===== src/sv/pfe_pkg.sv =====
// pfe_pkg: shared types and constants of the PWM fade engine.
// Word layouts of both channels, opcodes, sequencer states, divider status.
// No dependencies.
package pfe_pkg;

    localparam int CHAN_W           = 3;
    localparam int DUTY_W           = 8;
    localparam int TIME_W           = 16;
    localparam int OPCODE_W         = 2;
    localparam int STEP_LIMIT       = 127;
    localparam int DEF_NUM_CHANNELS = 4;
    // numerator 2*|delta| + time and divisor 2*time both fit here
    localparam int DIV_W            = TIME_W + 1;

    localparam logic [OPCODE_W-1:0] OP_SET  = 2'd0;
    localparam logic [OPCODE_W-1:0] OP_TICK = 2'd1;
    localparam logic [OPCODE_W-1:0] OP_STOP = 2'd2;
    localparam logic [OPCODE_W-1:0] OP_RSVD = 2'd3;

    typedef struct packed {
        logic [OPCODE_W-1:0] opcode;
        logic [CHAN_W-1:0]   channel;
        logic [DUTY_W-1:0]   target_duty;
        logic [TIME_W-1:0]   fade_time;
    } cmd_word_t;

    typedef struct packed {
        logic [CHAN_W-1:0] out_channel;
        logic [DUTY_W-1:0] duty;
        logic              write_strobe;
        logic              accepted;
        logic              last;
    } res_word_t;

    typedef struct packed {
        logic busy;
        logic done;
    } div_status_t;

    typedef enum logic [2:0] {
        S_IDLE,
        S_DECODE,
        S_DIV,
        S_EMIT,
        S_TICK
    } fsm_state_t;

endpackage


===== src/sv/pfe_divider.sv =====
// pfe_divider: restoring divider, one quotient bit per cycle.
// Used for the rounded fade step. Depends on pfe_pkg.
module pfe_divider (
    input  logic                      clk,
    input  logic                      rst_n,
    input  logic                      start,
    input  logic [pfe_pkg::DIV_W-1:0] num,
    input  logic [pfe_pkg::DIV_W-1:0] den,
    output pfe_pkg::div_status_t      status,
    output logic [pfe_pkg::DIV_W-1:0] quot
);
    import pfe_pkg::*;

    localparam int CNT_W = $clog2(DIV_W + 1);

    logic             busy_reg, busy_next;
    logic             done_reg, done_next;
    logic [CNT_W-1:0] cnt_reg, cnt_next;
    logic [DIV_W-1:0] num_reg, num_next;
    logic [DIV_W-1:0] den_reg, den_next;
    logic [DIV_W-1:0] rem_reg, rem_next;
    logic [DIV_W:0]   rem_shift;
    logic [DIV_W:0]   diff;
    logic             ge;

    assign rem_shift = {rem_reg, num_reg[DIV_W-1]};
    assign diff      = rem_shift - {1'b0, den_reg};
    assign ge        = rem_shift >= {1'b0, den_reg};

    always_comb
    begin
        busy_next = busy_reg;
        done_next = 1'b0;
        cnt_next  = cnt_reg;
        num_next  = num_reg;
        den_next  = den_reg;
        rem_next  = rem_reg;
        if (start)
        begin
            busy_next = 1'b1;
            cnt_next  = CNT_W'(DIV_W);
            num_next  = num;
            den_next  = den;
            rem_next  = '0;
        end
        else if (busy_reg)
        begin
            rem_next = ge ? diff[DIV_W-1:0] : rem_shift[DIV_W-1:0];
            num_next = {num_reg[DIV_W-2:0], ge};
            cnt_next = cnt_reg - CNT_W'(1);
            if (cnt_reg == CNT_W'(1))
            begin
                busy_next = 1'b0;
                done_next = 1'b1;
            end
        end
    end

    always_ff @(posedge clk or negedge rst_n)
    begin
        if (!rst_n)
        begin
            busy_reg <= 1'b0;
            done_reg <= 1'b0;
            cnt_reg  <= '0;
        end
        else
        begin
            busy_reg <= busy_next;
            done_reg <= done_next;
            cnt_reg  <= cnt_next;
        end
    end

    always_ff @(posedge clk)
    begin
        num_reg <= num_next;
        den_reg <= den_next;
        rem_reg <= rem_next;
    end

    assign status.busy = busy_reg;
    assign status.done = done_reg;
    assign quot        = num_reg;

    a_start_idle: assert property (@(posedge clk) disable iff (!rst_n)
        start |-> !busy_reg)
        else $error("divider started while busy");

    a_done_after_busy: assert property (@(posedge clk) disable iff (!rst_n)
        done_reg |-> $past(busy_reg))
        else $error("divider done without a run");

    a_rem_bound: assert property (@(posedge clk) disable iff (!rst_n)
        (busy_reg && den_reg != '0) |-> (rem_reg < den_reg))
        else $error("partial remainder not below divisor");

endmodule


===== src/sv/pfe_out_stage.sv =====
// pfe_out_stage: one-word output register between sequencer and result port.
// Depends on pfe_pkg.
module pfe_out_stage (
    input  logic               clk,
    input  logic               rst_n,
    input  logic               push_valid,
    output logic               push_stall,
    input  pfe_pkg::res_word_t push_word,
    output logic               valid,
    input  logic               stall,
    output pfe_pkg::res_word_t word
);
    import pfe_pkg::*;

    logic      valid_reg, valid_next;
    res_word_t word_reg;
    logic      load;

    assign push_stall = valid_reg && stall;
    assign load       = push_valid && !push_stall;

    always_comb
    begin
        if (load)
            valid_next = 1'b1;
        else if (!stall)
            valid_next = 1'b0;
        else
            valid_next = valid_reg;
    end

    always_ff @(posedge clk or negedge rst_n)
    begin
        if (!rst_n)
            valid_reg <= 1'b0;
        else
            valid_reg <= valid_next;
    end

    always_ff @(posedge clk)
    begin
        if (load)
            word_reg <= push_word;
    end

    assign valid = valid_reg;
    assign word  = word_reg;

endmodule


===== src/sv/pwm_fade_engine_unit.sv =====
// pwm_fade_engine_unit: multi-channel PWM duty fader, top level.
// Sequence: a set/stop/reject word passes S_DECODE and S_EMIT before it loads the output register;
//   a fading set also waits in S_DIV on the shared restoring divider.
// Commands: a new command is taken only back in S_IDLE, once the last one is done. A tick
//   walks the channels up to the last mover in S_TICK; result stalls hold all of these.
// Reset: async active-low, all channel duty, target and step registers go to zero.
module pwm_fade_engine_unit #(
    parameter int NUM_CHANNELS = pfe_pkg::DEF_NUM_CHANNELS
) (
    input  logic               clk,
    input  logic               rst_n,
    input  logic               cmd_valid,
    output logic               cmd_stall,
    input  pfe_pkg::cmd_word_t cmd,
    output logic               res_valid,
    input  logic               res_stall,
    output pfe_pkg::res_word_t res
);
    import pfe_pkg::*;

    localparam int CH_W = (NUM_CHANNELS > 1) ? $clog2(NUM_CHANNELS) : 1;

    // sequencer
    fsm_state_t state_reg, state_next;
    cmd_word_t  cmd_reg;
    logic [CH_W-1:0]         idx_reg, idx_next;
    logic [NUM_CHANNELS-1:0] mask_reg, mask_next;
    res_word_t               hold_reg, hold_next;

    // per-channel state, small enough for flops with reset
    logic        [DUTY_W-1:0] cur_reg  [NUM_CHANNELS];
    logic        [DUTY_W-1:0] tgt_reg  [NUM_CHANNELS];
    logic signed [DUTY_W-1:0] step_reg [NUM_CHANNELS];

    logic [CH_W-1:0]          addr;
    logic [DUTY_W-1:0]        rd_cur, rd_tgt;
    logic signed [DUTY_W-1:0] rd_step;
    logic                     cur_we, tgt_we, step_we;
    logic [DUTY_W-1:0]        cur_wdata, tgt_wdata;
    logic signed [DUTY_W-1:0] step_wdata;

    // decode of the held command
    logic ch_ok, is_tick, is_reject, is_stop, is_imm;
    logic [NUM_CHANNELS-1:0] move_vec;

    // fade step arithmetic
    logic                neg;
    logic [DUTY_W-1:0]   mag;
    logic [DIV_W-1:0]    div_num, div_den, div_quot;
    logic                div_start;
    div_status_t         div_stat;
    logic [DUTY_W-2:0]   q_clamp;
    logic signed [DUTY_W-1:0] fade_step;

    // tick arithmetic
    logic signed [DUTY_W+1:0] sum, fin, moved;
    logic [DUTY_W-1:0]        tick_duty;
    logic [NUM_CHANNELS-1:0]  mask_clr;
    logic                     cur_moves;

    // output path
    logic      push_valid, push_stall;
    res_word_t push_word;

    assign addr    = (state_reg == S_TICK) ? idx_reg : cmd_reg.channel[CH_W-1:0];
    assign rd_cur  = cur_reg[addr];
    assign rd_tgt  = tgt_reg[addr];
    assign rd_step = step_reg[addr];

    assign ch_ok     = {1'b0, cmd_reg.channel} < (CHAN_W + 1)'(NUM_CHANNELS);
    assign is_tick   = cmd_reg.opcode == OP_TICK;
    assign is_reject = (cmd_reg.opcode == OP_RSVD) || !ch_ok;
    assign is_stop   = cmd_reg.opcode == OP_STOP;
    assign is_imm    = (rd_cur == cmd_reg.target_duty) || (cmd_reg.fade_time == '0);

    // channels that a tick will move: not at target and a live step
    always_comb
    begin
        for (int i = 0; i < NUM_CHANNELS; i++)
            move_vec[i] = (cur_reg[i] != tgt_reg[i]) && (step_reg[i] != '0);
    end

    // round(|delta| / time) = (2|delta| + time) / (2 time)
    assign neg     = cmd_reg.target_duty < rd_cur;
    assign mag     = neg ? (rd_cur - cmd_reg.target_duty) : (cmd_reg.target_duty - rd_cur);
    assign div_num = DIV_W'({mag, 1'b0}) + DIV_W'(cmd_reg.fade_time);
    assign div_den = {cmd_reg.fade_time, 1'b0};

    always_comb
    begin
        if (div_quot > DIV_W'(STEP_LIMIT))
            q_clamp = (DUTY_W - 1)'(STEP_LIMIT);
        else if (div_quot == '0)
            q_clamp = (DUTY_W - 1)'(1);
        else
            q_clamp = div_quot[DUTY_W-2:0];
        fade_step = neg ? -$signed({1'b0, q_clamp}) : $signed({1'b0, q_clamp});
    end

    // one step toward target, no overshoot, clamp to duty range
    assign sum = $signed({2'b00, rd_cur}) + $signed({{2{rd_step[DUTY_W-1]}}, rd_step});
    assign fin = $signed({2'b00, rd_tgt});

    always_comb
    begin
        if (!rd_step[DUTY_W-1])
            moved = (sum > fin) ? fin : sum;
        else
            moved = (sum < fin) ? fin : sum;
        if (moved < 0)
            tick_duty = '0;
        else if (moved > $signed((DUTY_W + 2)'(255)))
            tick_duty = '1;
        else
            tick_duty = moved[DUTY_W-1:0];
    end

    assign cur_moves = mask_reg[idx_reg];
    always_comb
    begin
        mask_clr          = mask_reg;
        mask_clr[idx_reg] = 1'b0;
    end

    pfe_divider u_div (
        .clk    (clk),
        .rst_n  (rst_n),
        .start  (div_start),
        .num    (div_num),
        .den    (div_den),
        .status (div_stat),
        .quot   (div_quot)
    );

    // next state
    always_comb
    begin
        state_next = state_reg;
        unique case (state_reg)
            S_IDLE:
            begin
                if (cmd_valid)
                    state_next = S_DECODE;
            end
            S_DECODE:
            begin
                priority if (is_tick)
                    state_next = (move_vec != '0) ? S_TICK : S_IDLE;
                else if (is_reject || is_stop || is_imm)
                    state_next = S_EMIT;
                else
                    state_next = S_DIV;
            end
            S_DIV:
            begin
                if (div_stat.done)
                    state_next = S_EMIT;
            end
            S_EMIT:
            begin
                if (!push_stall)
                    state_next = S_IDLE;
            end
            S_TICK:
            begin
                if (cur_moves && !push_stall && mask_clr == '0)
                    state_next = S_IDLE;
            end
            default: state_next = S_IDLE;
        endcase
    end

    // outputs and datapath controls
    always_comb
    begin
        cmd_stall  = 1'b1;
        idx_next   = idx_reg;
        mask_next  = mask_reg;
        hold_next  = hold_reg;
        cur_we     = 1'b0;
        tgt_we     = 1'b0;
        step_we    = 1'b0;
        cur_wdata  = cmd_reg.target_duty;
        tgt_wdata  = cmd_reg.target_duty;
        step_wdata = '0;
        div_start  = 1'b0;
        push_valid = 1'b0;
        push_word  = hold_reg;
        unique case (state_reg)
            S_IDLE:
            begin
                cmd_stall = 1'b0;
            end
            S_DECODE:
            begin
                hold_next.out_channel  = cmd_reg.channel;
                hold_next.duty         = rd_cur;
                hold_next.write_strobe = 1'b0;
                hold_next.accepted     = 1'b1;
                hold_next.last         = 1'b1;
                priority if (is_tick)
                begin
                    mask_next = move_vec;
                    idx_next  = '0;
                end
                else if (is_reject)
                begin
                    hold_next.duty     = '0;
                    hold_next.accepted = 1'b0;
                end
                else if (is_stop)
                begin
                    tgt_we    = 1'b1;
                    tgt_wdata = rd_cur;
                    step_we   = 1'b1;
                end
                else if (is_imm)
                begin
                    cur_we                 = 1'b1;
                    tgt_we                 = 1'b1;
                    step_we                = 1'b1;
                    hold_next.duty         = cmd_reg.target_duty;
                    hold_next.write_strobe = 1'b1;
                end
                else
                begin
                    tgt_we    = 1'b1;
                    div_start = 1'b1;
                end
            end
            S_DIV:
            begin
                if (div_stat.done)
                begin
                    step_we    = 1'b1;
                    step_wdata = fade_step;
                end
            end
            S_EMIT:
            begin
                push_valid = 1'b1;
            end
            S_TICK:
            begin
                push_valid             = cur_moves;
                push_word.out_channel  = CHAN_W'(idx_reg);
                push_word.duty         = tick_duty;
                push_word.write_strobe = 1'b1;
                push_word.accepted     = 1'b1;
                push_word.last         = mask_clr == '0;
                if (!cur_moves)
                    idx_next = idx_reg + CH_W'(1);
                else if (!push_stall)
                begin
                    cur_we     = 1'b1;
                    cur_wdata  = tick_duty;
                    step_we    = tick_duty == rd_tgt;
                    mask_next  = mask_clr;
                    idx_next   = idx_reg + CH_W'(1);
                end
            end
            default:
            begin
                cmd_stall = 1'b1;
            end
        endcase
    end

    always_ff @(posedge clk or negedge rst_n)
    begin
        if (!rst_n)
        begin
            state_reg <= S_IDLE;
            idx_reg   <= '0;
            mask_reg  <= '0;
        end
        else
        begin
            state_reg <= state_next;
            idx_reg   <= idx_next;
            mask_reg  <= mask_next;
        end
    end

    always_ff @(posedge clk)
    begin
        if (cmd_valid && !cmd_stall)
            cmd_reg <= cmd;
        hold_reg <= hold_next;
    end

    always_ff @(posedge clk or negedge rst_n)
    begin
        if (!rst_n)
        begin
            for (int i = 0; i < NUM_CHANNELS; i++)
            begin
                cur_reg[i]  <= '0;
                tgt_reg[i]  <= '0;
                step_reg[i] <= '0;
            end
        end
        else
        begin
            if (cur_we)
                cur_reg[addr] <= cur_wdata;
            if (tgt_we)
                tgt_reg[addr] <= tgt_wdata;
            if (step_we)
                step_reg[addr] <= step_wdata;
        end
    end

    pfe_out_stage u_out (
        .clk        (clk),
        .rst_n      (rst_n),
        .push_valid (push_valid),
        .push_stall (push_stall),
        .push_word  (push_word),
        .valid      (res_valid),
        .stall      (res_stall),
        .word       (res)
    );

    a_div_live: assert property (@(posedge clk) disable iff (!rst_n)
        (state_reg == S_DIV) |-> (div_stat.busy || div_stat.done))
        else $error("waiting on divider that is not running");

    a_tick_mask: assert property (@(posedge clk) disable iff (!rst_n)
        (state_reg == S_TICK) |-> (mask_reg != '0))
        else $error("channel walk with nothing left to move");

    a_reject_word: assert property (@(posedge clk) disable iff (!rst_n)
        (push_valid && !push_word.accepted) |->
            (push_word.duty == '0 && !push_word.write_strobe && push_word.last))
        else $error("rejected word carries duty or strobe");

    a_div_start: assert property (@(posedge clk) disable iff (!rst_n)
        div_start |-> (cmd_reg.fade_time != '0))
        else $error("divider started with zero fade time");

endmodule


===== config.mk =====
export PLATFORM = sky130hd
export DESIGN_NAME = pwm_fade_engine_unit
export DESIGN_NICKNAME = d
export VERILOG_FILES = /design/src/sv/pfe_pkg.sv /design/src/sv/pfe_divider.sv /design/src/sv/pfe_out_stage.sv /design/src/sv/pwm_fade_engine_unit.sv
export SDC_FILE = /design/constraint.sdc
export NUM_CORES = 1
export LEC_CHECK = 0
export BUFFER_PORTS_ARGS = -buffer_cell sky130_fd_sc_hd__buf_2
export CORE_UTILIZATION = 60
export CTS_BUF_LIST = sky130_fd_sc_hd__clkbuf_16
export CTS_CLUSTER_DIAMETER = 30
export DETAILED_ROUTE_END_ITERATION = 12
export HOLD_SLACK_MARGIN = 0.06
export PLACE_DENSITY = 0.85
export REMOVE_ABC_BUFFERS = 1
export SETUP_SLACK_MARGIN = 0.02
export SYNTH_ARGS = -nofsm -noshare
export SYNTH_HDL_FRONTEND = slang
export SYNTH_SLANG_ARGS = --single-unit
export TNS_END_PERCENT = 5

===== constraint.sdc =====
create_clock -name clk -period 9.44 [get_ports clk]
set_input_delay 2.36 -clock clk [delete_from_list [all_inputs] [get_ports clk]]
set_output_delay 2.36 -clock clk [all_outputs]
set_load 0.1 [all_outputs]

# Word-level counts from Yosys, hierarchy flattened
# Index checks and enable logic that the tools add are counted.
[totals]
regBits = 219
output_inout_bits = 16
wordCells = 210
[classes]
addsub = 8
order_cmp = 12
n_eq_ne = 23
muxes = 96
bitwise_logic = 3
n_reduce_logical = 32
[op_table]
columns = ["operator", "n"]
rows = [
  ["2-to-1 mux 8 bit", 21],
  ["bitwise mux 32 bit", 3],
  ["2-to-1 mux 17 bit", 3],
  ["binary-select mux 8 bit (select 2 bit)", 3],
  ["2-to-1 mux 10 bit", 4],
  ["2-to-1 mux 1 bit", 33],
  ["inequality test 8 bit", 4],
  ["nonzero test 8 bit", 4],
  ["greater-or-equal comparator 18 x 17 -> 1 bit", 1],
  ["2-to-1 mux 3 bit", 6],
  ["2-to-1 mux 9 bit", 2],
  ["adder 9 x 16 -> 17 bit", 1],
  ["> comparator 17 x 7 -> 1 bit (second input constant)", 1],
  ["logical NOT 17 bit", 1],
  ["subtractor 17 bit", 1],
  ["demux 8 bit (select 2 bit)", 1],
  ["== test 8 bit", 2],
  ["logical NOT 16 bit", 1],
  ["subtractor 8 bit", 2],
  ["one-hot mux 3 bit (5 select lines)", 1],
  ["2-to-1 mux 7 bit", 2],
  ["2-to-1 mux 13 bit", 1],
  ["2-to-1 mux 4 bit", 3],
  ["logical AND 1 bit", 11],
  ["43 further kinds", 62],
]

# Depth between registers and ports, before layout
[logic_depth]
depth_word = 17
ltp_mapped = 33
mapped_depth_nobuf = 26

# Cells and area by module
# Synthesis repeated with hierarchy kept, for this count alone.
[hier_totals]
cells_unflattened = 1307
hier_area_um2 = 13457.9
[by_module_without_submodules]
columns = ["module", "instances", "cells_each", "area_per_inst_um2", "seq_area_each_um2"]
rows = [
  ["pwm_fade_engine_unit", 1, 984, 9718.1, 3888.7],
  ["pfe_divider", 1, 305, 3269.4, 1536.5],
  ["pfe_out_stage", 1, 18, 470.5, 445.4],
]

# Least setup slack after synthesis
# OpenSTA, ideal clock, no wires.
[synth_timing]
path_kind = "register -> register"
startpoint = "register state_reg[1]"
endpoint = "register step_reg[1] in the netlist's numbering"
setup_ns = 0.124
arrival_ns = 6.874
required_ns = 9.316
slack_ns = 2.442
stages_incl_launch_ff = 33
n_path_buf = 8
synth_period_minus_slack_ns = 6.998
cell_sequence = "dfrtp_1 buf_4 or3b_1 buf_2 clkbuf_1 a21oi_1 buf_2 buf_2 mux4_2 ha_1 inv_1 fa_1 nor2b_1 o31a_1 o21a_1 or3_1 and2_1 clkbuf_1 ha_1 a21oi_1 nor2b_1 a2111oi_0 ha_1 clkbuf_1 inv_1 a21oi_1 a32oi_1 o21ai_0 a2111oi_0 nand4_1 nor2_2 buf_4 o21ai_1"
[synth_via]
elab_chain_len = 17
word_cells_on_any_way = 44
[synth_rtl]
columns = ["element", "line", "text"]
rows = [
  ["start: declaration", "pwm_fade_engine_unit.sv:24", "fsm_state_t state_reg, state_next;"],
  ["start signal: assignment", "pwm_fade_engine_unit.sv:279", "state_reg <= state_next;"],
  ["== test 3 bit", "pwm_fade_engine_unit.sv:65, pwm_fade_engine_unit.sv:189", ""],
  ["2-to-1 mux 2 bit", "pwm_fade_engine_unit.sv:65", "assign addr = (state_reg == S_TICK) ? idx_reg : cmd_reg.channel[CH_W-1:0];"],
  ["inverter 2 -> 3 bit (not written as such)", "n/a", ""],
  ["binary-select mux 8 bit (select 2 bit) (on tied branches)", "pwm_fade_engine_unit.sv:66, pwm_fade_engine_unit.sv:68", ""],
  ["2-to-1 mux 8 bit (on tied branches) (2 in a row)", "pwm_fade_engine_unit.sv:66, pwm_fade_engine_unit.sv:68", ""],
  ["adder 9 x 8 -> 10 bit", "pwm_fade_engine_unit.sv:101", "assign sum = $signed({2'b00, rd_cur}) + $signed({{2{rd_step[DUTY_W-1]}}, rd_step});"],
  ["> comparator 10 x 9 -> 1 bit / < comparator 10 x 9 -> 1 bit (equally long branches)", "pwm_fade_engine_unit.sv:107, pwm_fade_engine_unit.sv:109", ""],
  ["2-to-1 mux 10 bit (on tied branches)", "pwm_fade_engine_unit.sv:107, pwm_fade_engine_unit.sv:109", ""],
  ["2-to-1 mux 10 bit", "pwm_fade_engine_unit.sv:106", "if (!rd_step[DUTY_W-1])"],
  ["> comparator 10 x 9 -> 1 bit", "pwm_fade_engine_unit.sv:112", "else if (moved > $signed((DUTY_W + 2)'(255)))"],
  ["2-to-1 mux 8 bit", "pwm_fade_engine_unit.sv:112", ""],
  ["2-to-1 mux 8 bit", "pwm_fade_engine_unit.sv:110", "if (moved < 0)"],
  ["== test 8 bit", "pwm_fade_engine_unit.sv:257", "step_we = tick_duty == rd_tgt;"],
  ["2-to-1 mux 1 bit", "pwm_fade_engine_unit.sv:253", "else if (!push_stall)"],
  ["2-to-1 mux 1 bit", "pwm_fade_engine_unit.sv:251", "if (!cur_moves)"],
  ["one-hot mux 1 bit (3 select lines)", "pwm_fade_engine_unit.sv:189", "unique case (state_reg)"],
  ["end signal: indexed assignment", "pwm_fade_engine_unit.sv:310", "step_reg[addr] <= step_wdata;"],
  ["end: declaration", "pwm_fade_engine_unit.sv:33", "logic signed [DUTY_W-1:0] step_reg [NUM_CHANNELS];"],
]
# Parallel ways exist; a longest one is shown, timed or not. The select of a mux whose other input is x is not followed.
# A chain may end at the register's enable or synchronous reset.

# Worst setup path after layout
[layout_timing]
startpoint = "register state_reg[1]"
endpoint = "register step_reg[22] in the netlist's numbering"
# The elaborated chain is that of the path after synthesis.

==> impl_results.md <==
* Slew at the pin with the worst max-slew slack at approximately 1.2 ns
* Worst hold path class: flip-flop to flip-flop
* Initial standard-cell utilization of the core at 0.6180
* Horizontal die dimension at roughly 150 um
* Initial DRC count at 1499
* Total global routing overflow at 0
* Die height at ~150 um
* GRT Total Usage at 0.3382
* Final-layout setup total negative slack at 0 ns
* Initial antenna violation count at 1
* Crit. End Element: flip-flop
* Max Slew Vio Count at 0
* Final number of hold-violating endpoints at 0
* Number of iterations in the first detailed-routing pass at 6
* Boundary Pins at 49
* Average wire per cell in the routed design at around 22 um
* Total of flip-flops plus latches after synthesis at 219
* Worst ir drop on vdd at roughly 0.21 mV
* TritonCTS clock tree: yes
* Post-route clock skew at roughly 0.024 ns
* Row count at 53
* Max stage delay on crit path at ~0.8 ns
* Via count of the first global-routing pass at between 10000 and 15000
* Resized cells post-CTS at 0
* CP Data Arrival Time at ~8.5 ns
* Pin count of the biggest net entering global routing at 64
* Setup repair bufs after CTS at 0
* Most common library cell in the layout ignoring fill and taps: sky130_fd_sc_hd__nand2_1
* Root buffer cell: sky130_fd_sc_hd__clkbuf_16
* Largest fanout of any net on the critical path at 32
* Antenna Violating Nets Remaining at 0
* Placer's final routability congestion estimate at around 0.94
* Async S/R FF share, synth at 0.5160
* Area growth syn-to-layout at 15.39%
* Total clock buffers created by CTS at 46
* Post-synthesis instance area at approximately 0.013 sq mm
* Placeable Area at 0.02122 sq mm
* Layout Utilization at 0.7131
* # diodes at 0
* Sort of element at the start of the critical path: flip-flop
* Final count of negative-setup-slack endpoints at 0
* Commonest non-fill, non-tap cells in the layout: sky130_fd_sc_hd__nand2_1, sky130_fd_sc_hd__o21ai_0, sky130_fd_sc_hd__dfrtp_1, sky130_fd_sc_hd__a21oi_1, sky130_fd_sc_hd__edfxtp_1
* Die Footprint at around 0.022 sq mm
* Layout cells sized above 1 at 0.1534
* Overall via count from detail_route at 11068
* Status: finished clean
* Dpl hpwl at roughly 26 mm
* Total Nets Final at approximately 1500
* Number of instances in the synthesized netlist at 1312
* Power density normalized to cell area at between 300 and 400 mW/mm^2
* Unrepaired setup endpoints after global routing: false
* Yosys Warn Count at 0
* Max-cap violations at 0
* Post-route clock period utilization at 0.8648
* Period minus WS final at 8.164 ns
* H-tree Lvls at 2
* Setup Crit Path Kind: flip-flop to flip-flop
* Pleak at approximately 6.5 nW
* Number of flops mapped to enable cells by yosys at between 80 and 90
* Drt drc at 0
* Port Buffer Count at 48
* Filler cell count at approximately 1500
* Worst-case setup slack after placement at about 1.4 ns
* Most frequently used flop master after synthesis: sky130_fd_sc_hd__dfrtp_1
* Hold bufs inserted after CTS at 0
* Clock slew at reported path FFs at about 0.050 ns
* Clock insertion delay at the later pin of the skew report at approximately 0.53 ns
* Wire length of the first global-routing pass at a little under 60 mm
* Relative slew margins at 0.1840
* Max Freq at 0.1225 GHz
* Number of distinct library cell variants in the gate-level netlist after synthesis at just under 80
* Detail-routed via count per cell at between 6 and 7
* Routed Wire Length at 37.24 mm
* Setup ws final at approximately 1.3 ns
* Sequential cell area fraction in the yosys report at 0.4453
* Worst-case clock buffer depth at 3
* Mean instance size in the synthesized netlist at around 10 sq um
* Sinks on the clock net at between 200 and 250
* Cell with the biggest individual delay on the critical path: sky130_fd_sc_hd__a21oi_2
* Required time at the endpoint of the critical path at slightly below 10 ns
* Worst setup slack for register-to-register paths at between 1 and 1.5 ns
==> worst max-delay path, delay by kind of cell (launching register included) <==
family | cells | cell delay, ns
fa+ha+maj | 3 | 1.05
compound gates | 10 | 3.38
simple gates | 7 | 0.90
buf+inv | 5 | 1.22
flops | 1 | 0.47
xor+xnor | 1 | 0.34
mux | 1 | 0.61
==> final cells by class <==
type	count	area, sq um	share of cell area
Sequential cell	219	5841	0.3859
Inverter	74	280.3	0.01852
Tap cell	275	344.1	0.02274
Clock buffer	49	1226	0.08103
Multi-Input combinational cell	968	6794	0.4489
Clock inverter	37	307.8	0.02034
Timing Repair Buffer	61	340.3	0.02249
==> through the flow <==
step                      hold slack (ns)  instances  instance area [sq um]  total power [mW]
after floorplan                    0.4516       1261                  12890             3.139
after global placement             0.4802       1597                  13600             3.697
after detailed placement           0.4743       1597                  13600             3.759
after CTS                          0.5081       1683                  15130             5.364
after global routing               0.5304       1683                  15130             5.697
final                              0.5041       1683                  15130             5.425
==> final timing paths <==
kind                              start                to  depth (start not counted)
max                        state_reg[1]      step_reg[22]                         27
min                          cmd_reg[0]  u_div.den_reg[1]                          0
max reg2reg                state_reg[1]      step_reg[22]                         27
min reg2reg                  cmd_reg[0]  u_div.den_reg[1]                          0
max in group asynchronous         rst_n      state_reg[1]                          2
min in group asynchronous         rst_n       cur_reg[12]                          1
==> synthesized netlist by cell type, types with 9 or more instances <==
| master | instances | area [sq um] |
|---|---|---|
| sky130_fd_sc_hd__nand3_1 | 42 | 210.2 |
| sky130_fd_sc_hd__a21o_1 | 16 | 120.1 |
| sky130_fd_sc_hd__nor2b_1 | 13 | 81.33 |
| sky130_fd_sc_hd__a21oi_1 | 92 | 460.4 |
| sky130_fd_sc_hd__mux4_2 | 23 | 518.0 |
| sky130_fd_sc_hd__nor4_1 | 19 | 118.9 |
| sky130_fd_sc_hd__nor2_1 | 80 | 300.3 |
| sky130_fd_sc_hd__dfxtp_1 | 17 | 340.3 |
| sky130_fd_sc_hd__o21ai_0 | 116 | 580.6 |
| sky130_fd_sc_hd__ha_1 | 64 | 800.8 |
| sky130_fd_sc_hd__edfxtp_1 | 89 | 2673 |
| sky130_fd_sc_hd__nand4_1 | 20 | 125.1 |
| sky130_fd_sc_hd__clkbuf_1 | 38 | 142.6 |
| sky130_fd_sc_hd__mux2i_1 | 41 | 410.4 |
| sky130_fd_sc_hd__nand2_1 | 135 | 506.7 |
| sky130_fd_sc_hd__mux2_2 | 33 | 371.6 |
| sky130_fd_sc_hd__xnor2_1 | 54 | 473.0 |
| sky130_fd_sc_hd__nor3_1 | 17 | 85.08 |
| sky130_fd_sc_hd__dfrtp_1 | 113 | 2828 |
| sky130_fd_sc_hd__or3_1 | 9 | 56.30 |
| sky130_fd_sc_hd__xor2_1 | 17 | 148.9 |
| sky130_fd_sc_hd__o21ai_1 | 32 | 160.2 |
| sky130_fd_sc_hd__inv_1 | 73 | 274.0 |
==> metal layers <==
metal / up-vias / GRT usage / share of wire
li1: 4923 / - / -
met1: 5330 / 0.4604 / 0.41
met2: 675 / 0.5252 / 0.45
met3: 140 / 0.07652 / 0.10
met4: 0 / 0.1323 / 0.035
met5: - / 0 / 0
==> report_power, final <==
group | internal, mW | switching, mW
Clock | 1.05 | 0.519
Sequential | 1.24 | 0.229
Combinational | 0.903 | 1.48
Total | 3.19 | 2.23
==> cells by family after synthesis <==
logic type / after synthesis / synth area share
muxes: 99 / 0.1020
xor gates and xnor gates: 71 / 0.04741
adders and majority gates: 69 / 0.06869
DFF: 219 / 0.4453
and+or+nand+nor: 375 / 0.1358
AOI/OAI and AO/OA: 354 / 0.1620
buffers and inverters: 125 / 0.03883
Note: power is estimated with default switching activity, not from simulation.
